## config.mk

```make
export PLATFORM = sky130hd
export DESIGN_NAME = as_path_segment_parser_top
export DESIGN_NICKNAME = d
export VERILOG_FILES = /design/src/rtl/aspp_pkg.sv /design/src/rtl/aspp_front.sv /design/src/rtl/aspp_back.sv /design/src/rtl/as_path_segment_parser_top.sv
export SDC_FILE = /design/constraint.sdc
export NUM_CORES = 1
export LEC_CHECK = 0
export BUFFER_PORTS_ARGS = -buffer_cell sky130_fd_sc_hd__buf_2
export CAP_MARGIN = 0
export CORE_MARGIN = 5
export CORE_UTILIZATION = 53
export CTS_CLUSTER_DIAMETER = 150
export DETAILED_ROUTE_END_ITERATION = 8
export HOLD_SLACK_MARGIN = 0.12
export PLACE_DENSITY = 0.77
export SLEW_MARGIN = 30
export SYNTH_ARGS = -nofsm -noshare
export SYNTH_HDL_FRONTEND = slang
export SYNTH_SLANG_ARGS = --single-unit
```

## constraint.sdc

```tcl
create_clock -name clock -period 6.7 [get_ports clock]
set_input_delay 0.67 -clock clock [delete_from_list [all_inputs] [get_ports clock]]
set_output_delay 0.67 -clock clock [all_outputs]
set_load 0.01 [all_outputs]
```

## src/rtl/aspp_pkg.sv

```systemverilog
// Shared types and constants of the AS_PATH segment parser.
package aspp_pkg;

   // Reject cause codes carried on the result channel.
   localparam logic [2:0] CAUSE_OK       = 3'd0;
   localparam logic [2:0] CAUSE_ODD_LEN  = 3'd1;
   localparam logic [2:0] CAUSE_NEAR_END = 3'd2;
   localparam logic [2:0] CAUSE_OVERRUN  = 3'd3;
   localparam logic [2:0] CAUSE_ZERO_CNT = 3'd4;
   localparam logic [2:0] CAUSE_BAD_TYPE = 3'd5;

   // Parser phase, one-hot.
   typedef enum logic [2:0] {
      PH_TYPE  = 3'b001,
      PH_COUNT = 3'b010,
      PH_VALUE = 3'b100
   } phase_type;

   // One byte as classified by the front end.
   typedef struct packed {
      logic [7:0]  data_byte;
      logic [15:0] path_length;
      logic [16:0] pos_p1;     // byte position plus one
      logic        last;       // last byte of the path
      logic        odd_first;  // first byte of a path with odd length
      logic        near_end;   // two or fewer bytes left, counting this one
   } cls_type;

   // One result item.
   typedef struct packed {
      logic [31:0] as_number;
      logic [1:0]  segment_kind;
      logic        segment_end;
      logic        path_end;
      logic [2:0]  reject_cause;
   } rsp_type;

endpackage

```

## src/rtl/aspp_front.sv

```systemverilog
// Front end: accepts bytes, tracks the path position and classifies each byte.
module aspp_front
   import aspp_pkg::*;
(
   input  logic        clock,
   input  logic        reset,
   input  logic        push,
   output logic        full,
   input  logic [7:0]  data_byte,
   input  logic [15:0] path_length,
   output logic        head_valid,
   output cls_type     head,
   input  logic        head_pop
);

   logic [15:0] pos_ff, pos_in;
   cls_type     q_ff [2];
   logic        wr_ptr_ff, wr_ptr_in;
   logic        rd_ptr_ff, rd_ptr_in;
   logic [1:0]  count_ff, count_in;
   logic        accept;
   logic        do_pop;
   cls_type     cls;

   assign full       = (count_ff == 2'd2);
   assign head_valid = (count_ff != 2'd0);
   assign head       = q_ff[rd_ptr_ff];
   assign accept     = push && !full;
   assign do_pop     = head_pop && head_valid;

   // Classify the incoming byte against its position in the path.
   always_comb begin
      cls.data_byte   = data_byte;
      cls.path_length = path_length;
      cls.pos_p1      = {1'b0, pos_ff} + 17'd1;
      cls.last        = (cls.pos_p1 >= {1'b0, path_length});
      cls.odd_first   = (pos_ff == 16'd0) && path_length[0];
      cls.near_end    = (({1'b0, pos_ff} + 17'd2) >= {1'b0, path_length});
   end

   // Position counter wraps to zero after the last byte of a path.
   always_comb begin
      pos_in = pos_ff;
      if (accept) begin
         pos_in = cls.last ? 16'd0 : cls.pos_p1[15:0];
      end
   end

   // Queue pointers toward the back end.
   always_comb begin
      wr_ptr_in = accept ? ~wr_ptr_ff : wr_ptr_ff;
      rd_ptr_in = do_pop ? ~rd_ptr_ff : rd_ptr_ff;
      count_in  = count_ff + {1'b0, accept} - {1'b0, do_pop};
   end

   always_ff @(posedge clock) begin
      if (reset) begin
         pos_ff    <= 16'd0;
         wr_ptr_ff <= 1'b0;
         rd_ptr_ff <= 1'b0;
         count_ff  <= 2'd0;
      end else begin
         pos_ff    <= pos_in;
         wr_ptr_ff <= wr_ptr_in;
         rd_ptr_ff <= rd_ptr_in;
         count_ff  <= count_in;
      end
   end

   // Queue storage needs no reset.
   always_ff @(posedge clock) begin
      if (accept) begin
         q_ff[wr_ptr_ff] <= cls;
      end
   end

endmodule

```

## src/rtl/aspp_back.sv

```systemverilog
// Back end: runs the segment parser on classified bytes and queues the results.
module aspp_back
   import aspp_pkg::*;
(
   input  logic    clock,
   input  logic    reset,
   input  logic    four_byte_as,
   input  logic    head_valid,
   input  cls_type head,
   output logic    head_pop,
   output logic    rsp_empty,
   input  logic    rsp_pop,
   output rsp_type rsp_head
);

   phase_type   phase_ff, phase_in;
   logic [7:0]  cur_type_ff, cur_type_in;
   logic [7:0]  left_ff, left_in;
   logic [1:0]  idx_ff, idx_in;
   logic [31:0] acc_ff, acc_in;
   logic        skip_ff, skip_in;

   rsp_type     q_ff [2];
   logic        wr_ptr_ff, wr_ptr_in;
   logic        rd_ptr_ff, rd_ptr_in;
   logic [1:0]  count_ff, count_in;

   logic        out_full;
   logic        fire;
   logic        res_valid;
   rsp_type     res;
   logic        do_push;
   logic        do_pop;

   logic [9:0]  seg_bytes;
   logic [17:0] seg_end;
   logic        overrun;
   logic [31:0] acc_next;
   logic        value_done;
   logic [7:0]  left_dec;
   logic [2:0]  cause;

   assign out_full  = (count_ff == 2'd2);
   assign fire      = head_valid && !out_full;
   assign head_pop  = fire;
   assign rsp_empty = (count_ff == 2'd0);
   assign rsp_head  = q_ff[rd_ptr_ff];
   assign do_push   = fire && res_valid;
   assign do_pop    = rsp_pop && !rsp_empty;

   // Segment extent check and value assembly.
   always_comb begin
      seg_bytes  = four_byte_as ? {head.data_byte, 2'b00} : {1'b0, head.data_byte, 1'b0};
      seg_end    = {1'b0, head.pos_p1} + {8'd0, seg_bytes};
      overrun    = (seg_end > {2'b00, head.path_length});
      acc_next   = {acc_ff[23:0], head.data_byte};
      value_done = (({1'b0, idx_ff} + 3'd1) >= (four_byte_as ? 3'd4 : 3'd2));
      left_dec   = left_ff - 8'd1;
   end

   // Parser step for the byte at the head of the input queue.
   always_comb begin
      phase_in    = phase_ff;
      cur_type_in = cur_type_ff;
      left_in     = left_ff;
      idx_in      = idx_ff;
      acc_in      = acc_ff;
      skip_in     = skip_ff;
      res_valid   = 1'b0;
      res         = '0;
      cause       = CAUSE_OK;

      if (!skip_ff) begin
         if (head.odd_first) begin
            cause = CAUSE_ODD_LEN;
         end else begin
            case (phase_ff)
               PH_TYPE: begin
                  if (head.near_end) begin
                     cause = CAUSE_NEAR_END;
                  end else begin
                     cur_type_in = head.data_byte;
                     phase_in    = PH_COUNT;
                  end
               end
               PH_COUNT: begin
                  if (overrun) begin
                     cause = CAUSE_OVERRUN;
                  end else if (head.data_byte == 8'd0) begin
                     cause = CAUSE_ZERO_CNT;
                  end else if (!(cur_type_ff inside {[8'd1:8'd4]})) begin
                     cause = CAUSE_BAD_TYPE;
                  end else begin
                     left_in  = head.data_byte;
                     idx_in   = 2'd0;
                     acc_in   = 32'd0;
                     phase_in = PH_VALUE;
                  end
               end
               PH_VALUE: begin
                  if (value_done) begin
                     res_valid        = 1'b1;
                     res.as_number    = four_byte_as ? acc_next : {16'd0, acc_next[15:0]};
                     res.segment_kind = cur_type_ff[1:0] - 2'd1;
                     res.segment_end  = (left_dec == 8'd0);
                     res.path_end     = head.last;
                     res.reject_cause = CAUSE_OK;
                     left_in          = left_dec;
                     idx_in           = 2'd0;
                     acc_in           = 32'd0;
                     if (left_dec == 8'd0) begin
                        phase_in = PH_TYPE;
                     end
                  end else begin
                     idx_in = idx_ff + 2'd1;
                     acc_in = acc_next;
                  end
               end
               default: begin
                  phase_in = PH_TYPE;
               end
            endcase
         end

         // A rejection is the final result of its path.
         if (cause != CAUSE_OK) begin
            res_valid        = 1'b1;
            res              = '0;
            res.path_end     = 1'b1;
            res.reject_cause = cause;
            skip_in          = 1'b1;
         end
      end

      // The last byte of a path returns the parser to its idle state.
      if (head.last) begin
         phase_in    = PH_TYPE;
         cur_type_in = 8'd0;
         left_in     = 8'd0;
         idx_in      = 2'd0;
         acc_in      = 32'd0;
         skip_in     = 1'b0;
      end
   end

   // Parser state advances only when a byte is taken.
   always_ff @(posedge clock) begin
      if (reset) begin
         phase_ff    <= PH_TYPE;
         cur_type_ff <= 8'd0;
         left_ff     <= 8'd0;
         idx_ff      <= 2'd0;
         acc_ff      <= 32'd0;
         skip_ff     <= 1'b0;
      end else if (fire) begin
         phase_ff    <= phase_in;
         cur_type_ff <= cur_type_in;
         left_ff     <= left_in;
         idx_ff      <= idx_in;
         acc_ff      <= acc_in;
         skip_ff     <= skip_in;
      end
   end

   // Result queue pointers.
   always_comb begin
      wr_ptr_in = do_push ? ~wr_ptr_ff : wr_ptr_ff;
      rd_ptr_in = do_pop ? ~rd_ptr_ff : rd_ptr_ff;
      count_in  = count_ff + {1'b0, do_push} - {1'b0, do_pop};
   end

   always_ff @(posedge clock) begin
      if (reset) begin
         wr_ptr_ff <= 1'b0;
         rd_ptr_ff <= 1'b0;
         count_ff  <= 2'd0;
      end else begin
         wr_ptr_ff <= wr_ptr_in;
         rd_ptr_ff <= rd_ptr_in;
         count_ff  <= count_in;
      end
   end

   // Result storage needs no reset.
   always_ff @(posedge clock) begin
      if (do_push) begin
         q_ff[wr_ptr_ff] <= res;
      end
   end

endmodule

```

## src/rtl/as_path_segment_parser_top.sv

```systemverilog
// Top level of the AS_PATH segment parser: front end, back end and the width register.
// A byte passes through the input queue and the back-end parser step; its result is registered in the result queue.
// Throughput: one byte per cycle while the result queue has room; the back-end parser step is combinational.
// Two-entry queues sit between the front and back ends and at the result side.
// Synchronous active-high reset empties both queues, returns the parser to the type phase,
// and clears the four-byte AS setting to two-byte numbers.
module as_path_segment_parser_top
   import aspp_pkg::*;
(
   input  logic        clock,
   input  logic        reset,
   input  logic        req_push,
   output logic        req_full,
   input  logic [7:0]  req_data_byte,
   input  logic [15:0] req_path_length,
   output logic        rsp_empty,
   input  logic        rsp_pop,
   output logic [31:0] rsp_as_number,
   output logic [1:0]  rsp_segment_kind,
   output logic        rsp_segment_end,
   output logic        rsp_path_end,
   output logic [2:0]  rsp_reject_cause,
   input  logic        csr_valid,
   output logic        csr_ready,
   input  logic        csr_four_byte_as
);

   logic    four_byte_as_ff, four_byte_as_in;
   logic    head_valid;
   logic    head_pop;
   cls_type head;
   rsp_type rsp_head;

   // Configuration register, always ready for a transfer.
   assign csr_ready       = 1'b1;
   assign four_byte_as_in = (csr_valid && csr_ready) ? csr_four_byte_as : four_byte_as_ff;

   always_ff @(posedge clock) begin
      if (reset) begin
         four_byte_as_ff <= 1'b0;
      end else begin
         four_byte_as_ff <= four_byte_as_in;
      end
   end

   aspp_front u_front (
      .clock       (clock),
      .reset       (reset),
      .push        (req_push),
      .full        (req_full),
      .data_byte   (req_data_byte),
      .path_length (req_path_length),
      .head_valid  (head_valid),
      .head        (head),
      .head_pop    (head_pop)
   );

   aspp_back u_back (
      .clock        (clock),
      .reset        (reset),
      .four_byte_as (four_byte_as_ff),
      .head_valid   (head_valid),
      .head         (head),
      .head_pop     (head_pop),
      .rsp_empty    (rsp_empty),
      .rsp_pop      (rsp_pop),
      .rsp_head     (rsp_head)
   );

   // Result fields from the head of the result queue.
   assign rsp_as_number    = rsp_head.as_number;
   assign rsp_segment_kind = rsp_head.segment_kind;
   assign rsp_segment_end  = rsp_head.segment_end;
   assign rsp_path_end     = rsp_head.path_end;
   assign rsp_reject_cause = rsp_head.reject_cause;

endmodule

```

# [Word-level counts from Yosys, hierarchy flattened]
# Memories as Yosys holds them, arrays and structs flattened. A register that Yosys moved wholly into a read port is not among the register bits.
# Cells that the tools add are included.
[totals] output_inout_bits=42 mem_count=2 ram_bits=166 ff_bits=71
[memory_table] memory="u_front.q_ff" words=2 width=44 read_ports=1 rd_clocked_by_memory_dff=1 write_ports=1 line_no="aspp_front.sv:17" text="cls_type q_ff [2];"
[memory_table] memory="u_back.q_ff" words=2 width=39 read_ports=1 rd_clocked_by_memory_dff=1 write_ports=1 line_no="aspp_back.sv:23" text="rsp_type q_ff [2];"
[classes] n_reduce_logical=22 magnitude_cmp=6 n_eq_ne=14 bitwise_logic=4 muxes=71 addsub=11
[op_table] cell="$mux W39" count=5
[op_table] cell="$mux W24" count=7
[op_table] cell="$mux W8" count=12
[op_table] cell="$pmux W24 S2" count=1
[op_table] cell="$mux W3" count=15
[op_table] cell="$ge A17 B16 Y1" count=2
[op_table] cell="$mux W32" count=1
[op_table] cell="$add A17 B10 Y18" count=1
[op_table] cell="$gt A18 B16 Y1" count=1
[op_table] cell="$add A16 B1 Y17 const B" count=1
[op_table] cell="$add A16 B2 Y17 const B" count=1
[op_table] cell="$logic_not A16 Y1" count=1
[op_table] cell="$logic_not A8 Y1" count=2
[op_table] cell="$mux W1" count=16
[op_table] cell="$mux W16" count=1
[op_table] cell="$mux W2" count=8
[op_table] cell="$pmux W8 S2" count=1
[op_table] cell="$mux W10" count=1
[op_table] cell="$ne A3 B1 Y1 const B" count=3
[op_table] cell="$ne A3 B2 Y1 const B" count=3
[op_table] cell="$pmux W3 S3" count=1
[op_table] cell="$reduce_and A9 Y1" count=1
[op_table] cell="$ge A8 B1 Y1 const B" count=1
[op_table] cell="$le A8 B3 Y1 const B" count=1
[op_table] cell="other kinds (23)" count=41

# [Depth between registers and ports, before layout]
# Gate-level depths: netlist of run 1.
[depth] depth_word=14 mapped_depth=27

# [By module]
# From an unflattened synthesis of run 1, not the netlist that was laid out.
[unflattened] cells_unflattened=1049 area_unflattened_um2=12117.9
[by_module_without_submodules] mod="aspp_back" cells_per_inst=624 seq_area_each_um2=3363.2 instances=1 area_per_inst_um2=6754.0
[by_module_without_submodules] mod="aspp_front" cells_per_inst=420 seq_area_each_um2=3062.9 instances=1 area_per_inst_um2=5318.9
[by_module_without_submodules] mod="as_path_segment_parser_top" cells_per_inst=5 seq_area_each_um2=20.0 instances=1 area_per_inst_um2=45.0

# [Worst setup path after synthesis of run 1]
# OpenSTA, ideal clock, no wires.
[synth_path] path_kind="register to register" from="reg with a tool-made name" to="mem u_back.q_ff[0][0] (netlist bit) (enable)" period_less_slack_ps=7187 path_stages_with_launch=24 t_arrival_ps=6747 path_slack_ps=-487 path_cell_list="dfxtp_1 -> buf_2 -> buf_2 -> clkbuf_1 -> buf_1 -> mux2_2 -> fa_1 -> a211oi_1 -> o21bai_1 -> a311oi_1 -> nand2b_1 -> nor2_1 -> xor2_1 -> nor2_1 -> a21oi_1 -> ha_1 -> and4_1 -> nand3_1 -> nand2b_1 -> and3_1 -> a211o_1 -> o31a_1 -> o311a_4 -> nor2b_1"
[synth_lines] item="end, declared" line_no="aspp_back.sv:23"

==> impl_metrics.tcl, run 1 <==
set metrics [dict create \
    grt_max_degree 67 \
    route.detailed.drc 0 \
    p_per_area_mw_per_mm2 376 \
    postSynthCellCount 1033 \
    fin_nets 1200 \
    clkTransAtPathRegs_ns 0.06 \
    fin_crit_sh_pct 90.7 \
    htree_num_levels 1 \
    synthSimpleGateAreaFrac_pct 13.9 \
    syn_avg_cell_area_sq_um 11.7 \
    synthFlopType "edfxtp_1" \
    cp-start-kind "flip-flop" \
    dp_hpwl_microns 18100 \
    fp.dieH_microns 161 \
    syn_area_sq_mm 0.0121 \
    cp_max_fo 39 \
    worstPathCellList "mux2i_1 > buf_4 > nor2_1 > ha_1 > fa_1 > a211oi_1 > o21bai_1 > a311oi_1 > buf_4 > nand2b_1 > nor2_1 > xor2_1 > nor2_1 > a21oi_1 > ha_1 > and4_1 > nand3_1 > nand2b_1 > and3_1 > a211o_1 > o31a_1 > o311a_4 > and2_1 > buf_4" \
    diodes 0 \
    core-area_sq_mm 0.0226 \
    final-hold-violation-count 0 \
    synth_edf_count 166 \
    post_cts_buffers 0 \
    fmax_ghz 0.165 \
    clock_latency_ns 0.52 \
    rows 55 \
    holdWs_ns 0.362 \
    ant_nets 0 \
    synthAdderAreaFrac_pct 7.57 \
    p_leak_nw 5.36 \
    hold_buffers 0 \
    synth_top_family_by_area "simple AND/OR/NAND/NOR gates" \
    hp-class "in -> reg" \
    final_common_cell "edfxtp_1" \
    grtUsageTotal_pct 19.4 \
    rsz0062_at_grt "false" \
    globalRoute.totalOverflow 0 \
    syn2layout_area_growth_pct 12.4 \
    yosysSeqAreaShare_pct 53.3 \
    cp_top_family "compound AO/OA/AOI/OAI gates" \
    avgRoutedWirePerCell_microns 18.2 \
    clkSinkCount 239 \
    cts_buffer_depth 3 \
    crit_buf_inv 3 \
    synthXorXnorAreaFrac_pct 3.76 \
    setup_tns_ns 0 \
    post_cts_resized 0 \
    fin_area_sq_mm 0.0136 \
    relSlewSlack_pct 46.9 \
    gp_congestion 0.881 \
    syn_nets 1135 \
    critPathSlowestCell "dfxtp_2" \
    synth-seq-cells 239 \
    cts_tree "yes" \
    viasPerCell 5.72 \
    via_count 8016 \
    cap_violations 0 \
    skew_ns 0.0200 \
    grt_pass1_vias 7938 \
    arrival_ns 6.28 \
    worstSetupEndpointType "flip-flop" \
    synth_mux_area_share_pct 10.3 \
    yosysWarnings 0 \
    die_w_microns 161 \
    drive_above_1_share_pct 17.5 \
    synth_compound_area_share_pct 8.35 \
    worst_pin_slew_ns 0.791 \
    synth_area_leaders "edfxtp_1, dfxtp_1, ha_1, mux2i_1, mux2_2" \
    final_cell_mix "edfxtp_1, nor2_1, dfxtp_1, ha_1, buf_2" \
    antenna_found_initial 0 \
    ys_types 69 \
    cts_buffers 24 \
    worst_ep_required_time_ns 6.90 \
    portBuffers 70 \
    io_pins 72 \
    firstDrtPassIters 5 \
    irDropWorstVdd_mv 0.193 \
    final_core_util_pct 60.3 \
    critPathMaxStageDelay_ns 0.70 \
    drtIter0Drc 457 \
    synthArstFlopShare_pct 0 \
    synth_top_area_cell "edfxtp_1" \
    path_class "reg -> reg" \
    status "finished clean" \
    setup_viol 0 \
    die-area_sq_mm 0.0260 \
    synth_top_area_share_pct 41.2 \
    grt_pass1_wl_microns 41100 \
    drt_wl_total_microns 25500 \
    drv_slew 0 \
    start_util_pct 53.6 \
    placed_area_sq_mm 0.0128 \
    cts_root_buffer "clkbuf_16" \
    finalCriticalPeriod_ns 6.07 \
]
[state kept, by name, summed over array words and instances (netlist names), 2 cells and up, named ones only]
| name | cells |
|---|---|
| u_back.left_ff | 8 |
| u_back.idx_ff | 2 |
| u_front.count_ff | 2 |
| u_front.pos_ff | 16 |
| u_front.q_ff | 88 |
| u_back.phase_ff | 3 |
| u_back.q_ff | 78 |
| u_back.acc_ff | 24 |
| u_back.cur_type_ff | 8 |
| u_back.count_ff | 2 |
[metrics by stage]
| step | cells | power [mW] | worst slack [ns] |
|---|---|---|---|
| 2_1_floorplan | 1033 | 3.30 | 0.257 |
| 3_3_place_gp | 1356 | 3.76 | 0.713 |
| 3_5_place_dp | 1357 | 3.84 | 0.732 |
| 4_1_cts | 1401 | 5.15 | 0.654 |
| 5_1_grt | 1401 | 5.42 | 0.284 |
| 6_report | 1401 | 5.11 | 0.625 |
[cell usage after synthesis, types with 16 or more instances]
| cell | instances |
|---|---|
| nor2b_1 | 16 |
| dfxtp_1 | 73 |
| nor2_1 | 84 |
| xor2_1 | 26 |
| a21oi_1 | 44 |
| o21ai_0 | 17 |
| nand2b_1 | 48 |
| clkbuf_1 | 36 |
| ha_1 | 70 |
| nand2_1 | 59 |
| nor3_1 | 22 |
| edfxtp_1 | 166 |
| mux2i_1 | 66 |
| mux2_2 | 51 |
| and3_1 | 22 |
| xnor2_1 | 26 |
| inv_1 | 34 |
[worst paths after layout]
path / startpoint / endpoint / slack [ns] / depth (start not counted)
hold reg to reg: u_back.acc_ff[21]$_SDFFE_PP0P_ / u_back.acc_ff[21]$_SDFFE_PP0P_ / 0.47 / 2
setup / recovery: flip-flop / u_back.q_ff[1][19]$_DFFE_PP_ / 0.63 / 24
setup reg to reg: flip-flop / u_back.q_ff[1][19]$_DFFE_PP_ / 0.63 / 24
hold / removal: req_path_length[12] / u_front.q_ff[1][32]$_DFFE_PP_ / 0.36 / 1
[power breakdown]
part | internal [mW] | switching (mW) | leakage, nW
Sequential | 1.87 | 0.124 | 2.14
Combinational | 0.784 | 1.03 | 2.84
Clock | 0.750 | 0.547 | 0.381
[area by class of cell]
class / count / area, sq um
clock inverter: 12 / 108
fill: 1804 / 8970
timing repair buffer: 89 / 513
multi-input combinational: 709 / 5370
sequential: 239 / 6450
clock buffer: 32 / 672
inverter: 35 / 131
tap: 285 / 357
[layer usage]
metal | GRT usage, % | routed length, microns | part of all wire [%]
met5 | 0 | 0 | 0
met4 | 5.23 | 565 | 2.2
met3 | 2.73 | 1150 | 4.5
met2 | 33.0 | 12300 | 48
met1 | 26.2 | 11500 | 45
[cells by family (layout without fill, tap and decap cells)]
group	Yosys count	count (layout)
flops	239	239
simple gates	324	324
other cells	1	1
buf+inv	85	168
xor+xnor	52	52
fa+ha+maj	72	72
compound gates	142	142
mux	118	118
Power figures use the tool's default switching activity.
==> run 2, diff against run 1 <==
--- a/config.mk
+++ b/config.mk
@@ -5,6 +5,7 @@
 export SDC_FILE = /design/constraint.sdc
 export NUM_CORES = 1
 export LEC_CHECK = 0
+export ABC_AREA = 1
 export BUFFER_PORTS_ARGS = -buffer_cell sky130_fd_sc_hd__buf_2
 export CAP_MARGIN = 0
 export CORE_MARGIN = 5
==> impl_metrics.tcl, run 2 <==
set metrics [dict create \
    synthTopCellsByCount "nand2_1, edfxtp_1, nor2_1, inv_1, a21oi_1" \
    syn_area_sq_mm 0.0120 \
    grt_max_degree 53 \
    ant_nets 0 \
    holdWs_ns 0.348 \
    globalRoute.totalOverflow 0 \
    synth-seq-cells 239 \
    final_common_cell "nand2_1" \
    post_cts_buffers 0 \
    skew_ns 0.0155 \
    core-area_sq_mm 0.0225 \
    syn_nets 1342 \
    drv_slew 0 \
    synth_area_leaders "edfxtp_1, dfxtp_1, nand2_1, ha_1, nor2_1" \
    firstDrtPassIters 5 \
    cts_buffers 25 \
    p_leak_nw 5.70 \
    synth_most_common_cell "nand2_1" \
    worstSetupEndpointType "flip-flop" \
    clkTransAtPathRegs_ns 0.06 \
    rsz0062_at_grt "false" \
    via_count 8594 \
    synthArstFlopShare_pct 0 \
    htree_num_levels 1 \
    worst_ep_required_time_ns 6.85 \
    worst_pin_slew_ns 0.834 \
    diodes 0 \
    status "finished clean" \
    rows 55 \
    die_w_microns 161 \
    fmax_ghz 0.192 \
    dp_hpwl_microns 18500 \
    grtUsageTotal_pct 20.0 \
    route.detailed.drc 0 \
    cp_top_family "simple AND/OR/NAND/NOR gates" \
    io_pins 72 \
    fin_crit_sh_pct 77.7 \
    p_per_area_mw_per_mm2 423 \
    clock_latency_ns 0.53 \
    largest_reg_flops 88 \
    worst_slack_ns 1.49 \
    syn2layout_area_growth_pct 11.4 \
    clkSinkCount 239 \
    path_depth 27 \
    grt_pass1_wl_microns 42400 \
    cp-endpoint "u_back.q_ff[0][14]$_DFFE_PP_" \
    drt_wl_total_microns 26000 \
    fin_nets 1408 \
    postSynthCellCount 1240 \
    top_regs "u_front.q_ff (88), u_back.q_ff (78), u_back.acc_ff (24)" \
    cts_tree "yes" \
    syn_avg_cell_area_sq_um 9.69 \
    yosysWarnings 0 \
    cp-start-kind "flip-flop" \
    critPathMaxStageDelay_ns 0.49 \
    irDropWorstVdd_mv 0.208 \
    arrival_ns 5.36 \
    gp_congestion 0.911 \
    final.fill_count 1834 \
    largest_register "u_front.q_ff" \
    r2r_slack_ns 1.49 \
    drtIter0Drc 688 \
    cts_buffer_depth 3 \
    reg2reg_to "u_back.q_ff[0][14]$_DFFE_PP_" \
    relSlewSlack_pct 44.3 \
    crit_buf_inv 3 \
    final_cell_mix "nand2_1, edfxtp_1, inv_1, nor2_1, a21oi_1" \
    synth_edf_count 166 \
    grt_pass1_vias 8421 \
    ff2ff_path_depth 27 \
    cp_max_fo 44 \
    setup_viol 0 \
    drive_above_1_share_pct 14.6 \
    die-area_sq_mm 0.0258 \
    finalCriticalPeriod_ns 5.21 \
    portBuffers 70 \
    cap_violations 0 \
    critPathSlowestCell "fa_1" \
    start_util_pct 53.4 \
    ys_types 53 \
    cts_root_buffer "clkbuf_16" \
    synth_top_area_cell "edfxtp_1" \
    viasPerCell 5.34 \
    avgRoutedWirePerCell_microns 16.2 \
    fp.dieH_microns 161 \
    pre_cts_ws_ns 1.53 \
    post_cts_resized 0 \
    hp-class "in -> reg" \
    finalPower_mw 5.66 \
    setup_tns_ns 0 \
    antenna_found_initial 0 \
    path_common_cell "nand2_1" \
    synthFlopType "edfxtp_1" \
    path_class "reg -> reg" \
    hold_buffers 0 \
    yosysSeqAreaShare_pct 53.7 \
    synth_top_area_share_pct 41.5 \
    final-hold-violation-count 0 \
]
[run 2: cell types whose count changed after synthesis, moves of 12 or more]
cell      delta
a21oi_1     +30
a32o_1      -14
and2_1      -12
and3_1      -22
inv_1       +97
mux2_2      -12
mux2i_1     -48
nand2_1    +196
nand2b_1    -47
nor2_1      +48
nor2b_1     -16
o21ai_0     +40
xnor2_1     -17
[run 2: worst min-delay path by stage]
| stage | from | end | slack (ns) | cells after the start |
|---|---|---|---|---|
| 3_5_place_dp | u_front.rd_ptr_ff$_SDFFE_PP0P_ | flip-flop | 0.44 | 1 |
| 2_1_floorplan | u_front.rd_ptr_ff$_SDFFE_PP0P_ | flip-flop | 0.43 | 1 |
| 3_3_place_gp | u_front.rd_ptr_ff$_SDFFE_PP0P_ | u_front.rd_ptr_ff$_SDFFE_PP0P_ | 0.44 | 1 |
| 4_1_cts | req_data_byte[7] | u_front.q_ff[1][43]$_DFFE_PP_ | 0.33 | 1 |
| 6_report | req_data_byte[7] | u_front.q_ff[0][43]$_DFFE_PP_ | 0.35 | 1 |
| 5_1_grt | req_data_byte[6] | u_front.q_ff[0][42]$_DFFE_PP_ | 0.33 | 1 |
[run 2: cell families after synthesis]
kind of cell    share of synthesized area, %
simple gates                            17.2
other cells                           0.0312
xor+xnor                                2.99
mux                                     5.16
buf+inv                                 5.89
compound gates                          7.45
flops                                   53.7
fa+ha+maj                               7.63
[run 2: final cells by class]
cell class	instances	area (sq um)	area share (%)
multi-input cells	824	4880	36.5
well taps	285	357	2.66
repair buffers	78	413	3.08
flip-flops and latches	239	6450	48.2
clock inverters	10	65.1	0.486
clock buffers	36	697	5.21
inverters	138	520	3.89
[run 2: routing by layer]
metal / wire [microns] / share of wire (%) / global-route usage [%] / up-vias
li1: - / - / - / 4295
met1: 11800 / 45 / 27.9 / 4012
met2: 12000 / 46 / 32.6 / 244
met3: 1730 / 6.6 / 3.52 / 43
met4: 484 / 1.9 / 5.20 / 0
met5: 0 / 0 / 0 / -
[run 2: stage by stage]
stage | area, sq um | util (%) | cells
finish | 13400 | 59.5 | 1610
global route | 13400 | 59.5 | 1610
CTS | 13400 | 59.5 | 1610
detailed placement | 12600 | 56.1 | 1564
global placement | 12600 | 56.1 | 1564
floorplan | 12000 | - | 1240
[run 2: report_power, final]
part / internal [mW] / leakage [nW] / switching, mW
clock: 0.726 / 0.376 / 0.551
combinational: 0.831 / 3.15 / 1.46
sequential: 1.96 / 2.17 / 0.133
total: 3.51 / 5.70 / 2.14
==> run 3, diff against run 2 <==
--- a/config.mk
+++ b/config.mk
@@ -13,7 +13,7 @@
 export CTS_CLUSTER_DIAMETER = 150
 export DETAILED_ROUTE_END_ITERATION = 8
 export HOLD_SLACK_MARGIN = 0.12
-export PLACE_DENSITY = 0.77
+export PLACE_DENSITY = 0.74
 export SLEW_MARGIN = 30
 export SYNTH_ARGS = -nofsm -noshare
 export SYNTH_HDL_FRONTEND = slang
==> constraint.sdc (replaced) <==
create_clock -name clock -period 4.85 [get_ports clock]
set_input_delay 0.485 -clock clock [delete_from_list [all_inputs] [get_ports clock]]
set_output_delay 0.485 -clock clock [all_outputs]
set_load 0.01 [all_outputs]
==> impl_metrics.tcl, run 3 (same netlist as run 2, synthesis figures left out) <==
set metrics [dict create \
    status "finished clean" \
    clock_latency_ns 0.53 \
    finalPower_mw 8.19 \
    clkTransAtPathRegs_ns 0.07 \
    dp_hpwl_microns 18700 \
    die-area_sq_mm 0.0258 \
    largest_register "u_front.q_ff" \
    htree_num_levels 1 \
    final.fill_count 1798 \
    drtIter0Drc 715 \
    grt_pass1_vias 8171 \
    skew_ns 0.0186 \
    worst_ep_required_time_ns 5.26 \
    finalCriticalPeriod_ns 4.52 \
    fin_crit_sh_pct 93.1 \
    cap_violations 0 \
    final-hold-violation-count 0 \
    irDropWorstVdd_mv 0.277 \
    hold_path_end "u_front.q_ff[0][39]$_DFFE_PP_" \
    drv_slew 0 \
    portBuffers 70 \
    cts_tree "yes" \
    relSlewSlack_pct 54.9 \
    cp_max_fo 12 \
    globalRoute.totalOverflow 0 \
    worstHoldStart "req_data_byte[3]" \
    fin_nets 1418 \
    reg2reg_to "u_back.count_ff[1]$_SDFF_PP0_" \
    core-area_sq_mm 0.0225 \
    grt_max_degree 53 \
    syn2layout_area_growth_pct 13.4 \
    r2r_slack_ns 0.33 \
    setup_tns_ns 0 \
    path_common_cell "nand2_1" \
    drt_wl_total_microns 26400 \
    fp.dieH_microns 161 \
    die_w_microns 161 \
    hp-class "in -> reg" \
    drive_above_1_share_pct 16.5 \
    holdWs_ns 0.164 \
    setup_viol 0 \
    clkSinkCount 239 \
    worstSetupEndpointType "flip-flop" \
    final_common_cell "nand2_1" \
    io_pins 72 \
    cts_root_buffer "clkbuf_16" \
    cts_buffers 25 \
    viasPerCell 5.36 \
    antenna_found_initial 0 \
    route.detailed.drc 0 \
    top_regs "u_front.q_ff (88), u_back.q_ff (78), u_back.acc_ff (24)" \
    avgRoutedWirePerCell_microns 16.3 \
    largest_reg_flops 88 \
    critPathSlowestCell "dfxtp_4" \
    arrival_ns 4.93 \
    via_count 8677 \
    start_util_pct 53.4 \
    cp-start-kind "flip-flop" \
    diodes 0 \
    min_path_cells 1 \
    critPathMaxStageDelay_ns 0.39 \
    ant_nets 0 \
    p_leak_nw 5.81 \
    fmax_ghz 0.221 \
    worst_pin_slew_ns 0.675 \
    final_cell_mix "nand2_1, edfxtp_1, inv_1, nor2_1, a21oi_1" \
    path_class "reg -> reg" \
    hold_buffers 0 \
    rows 55 \
    p_per_area_mw_per_mm2 601 \
    grtUsageTotal_pct 20.2 \
    grt_pass1_wl_microns 42500 \
    cts_buffer_depth 3 \
    gp_congestion 0.878 \
    firstDrtPassIters 5 \
    ff2ff_path_depth 32 \
]
## run 3: cell types whose count changed in the layout (fill, tap and decap cells not counted), sizes merged
| cell | change |
|---|---|
| clkbuf | -10 |
| clkinvlp | +2 |
| bufinv | +5 |
| clkinv | +2 |
| buf | +10 |
## run 3: repair_timing
action,4_1_cts,5_1_grt
resized for setup,0,13
setup buffers,0,2
endpoints found under the setup margin,0,142
## run 3: worst max-delay path by stage
stage | startpoint | end | slack [ns]
2_1_floorplan | flip-flop | u_back.q_ff[1][0]$_DFFE_PP_ | 0.17
3_3_place_gp | four_byte_as_ff$_SDFFE_PP0P_ | u_back.q_ff[0][17]$_DFFE_PP_ | 0.30
3_5_place_dp | four_byte_as_ff$_SDFFE_PP0P_ | u_back.count_ff[1]$_SDFF_PP0_ | 0.16
4_1_cts | four_byte_as_ff$_SDFFE_PP0P_ | u_back.count_ff[1]$_SDFF_PP0_ | 0.09
5_1_grt | flip-flop | u_back.count_ff[1]$_SDFF_PP0_ | -0.03
6_report | flip-flop | u_back.count_ff[1]$_SDFF_PP0_ | 0.33
## run 3: layout make-up
class | count | area [sq um] | area share, %
repair buffers | 88 | 513 | 3.76
clock buffers | 26 | 629 | 4.62
flip-flops and latches | 239 | 6450 | 47.3
well taps | 285 | 357 | 2.62
clock inverters | 19 | 240 | 1.76
inverters | 138 | 524 | 3.85
multi-input cells | 824 | 4910 | 36.0
## run 3: per-stage QoR
stage / cell area, sq um / cells / setup WS, ns / util, %
after floorplan: 12000 / 1240 / 0.172 / -
after global placement: 12700 / 1572 / 0.302 / 56.4
after detailed placement: 12700 / 1572 / 0.156 / 56.4
after CTS: 13600 / 1617 / 0.0882 / 60.3
after global routing: 13600 / 1619 / -0.0313 / 60.6
final: 13600 / 1619 / 0.334 / 60.6
## run 3: where the power goes
part           internal, mW  switching [mW]
combinational          1.22            2.06
clock                  1.22           0.807
sequential             2.70           0.188
total                  5.13            3.05
## run 3: metal layers
metal / GRT usage, % / vias to the layer above / wire (microns)
li1: - / 4326 / -
met1: 30.1 / 4067 / 12400
met2: 30.8 / 252 / 11700
met3: 3.98 / 32 / 1880
met4: 4.22 / 0 / 444
met5: 0 / - / 0
## run 3: critical path: cells and delay by family (launching register included)
family	cells	cell delay [ns]
and+or+nand+nor	18	1.70
xor gates and xnor gates	2	0.31
AOI/OAI and AO/OA	5	0.59
adders and majority gates	4	1.11
DFF	1	0.39
buffers and inverters	3	0.27
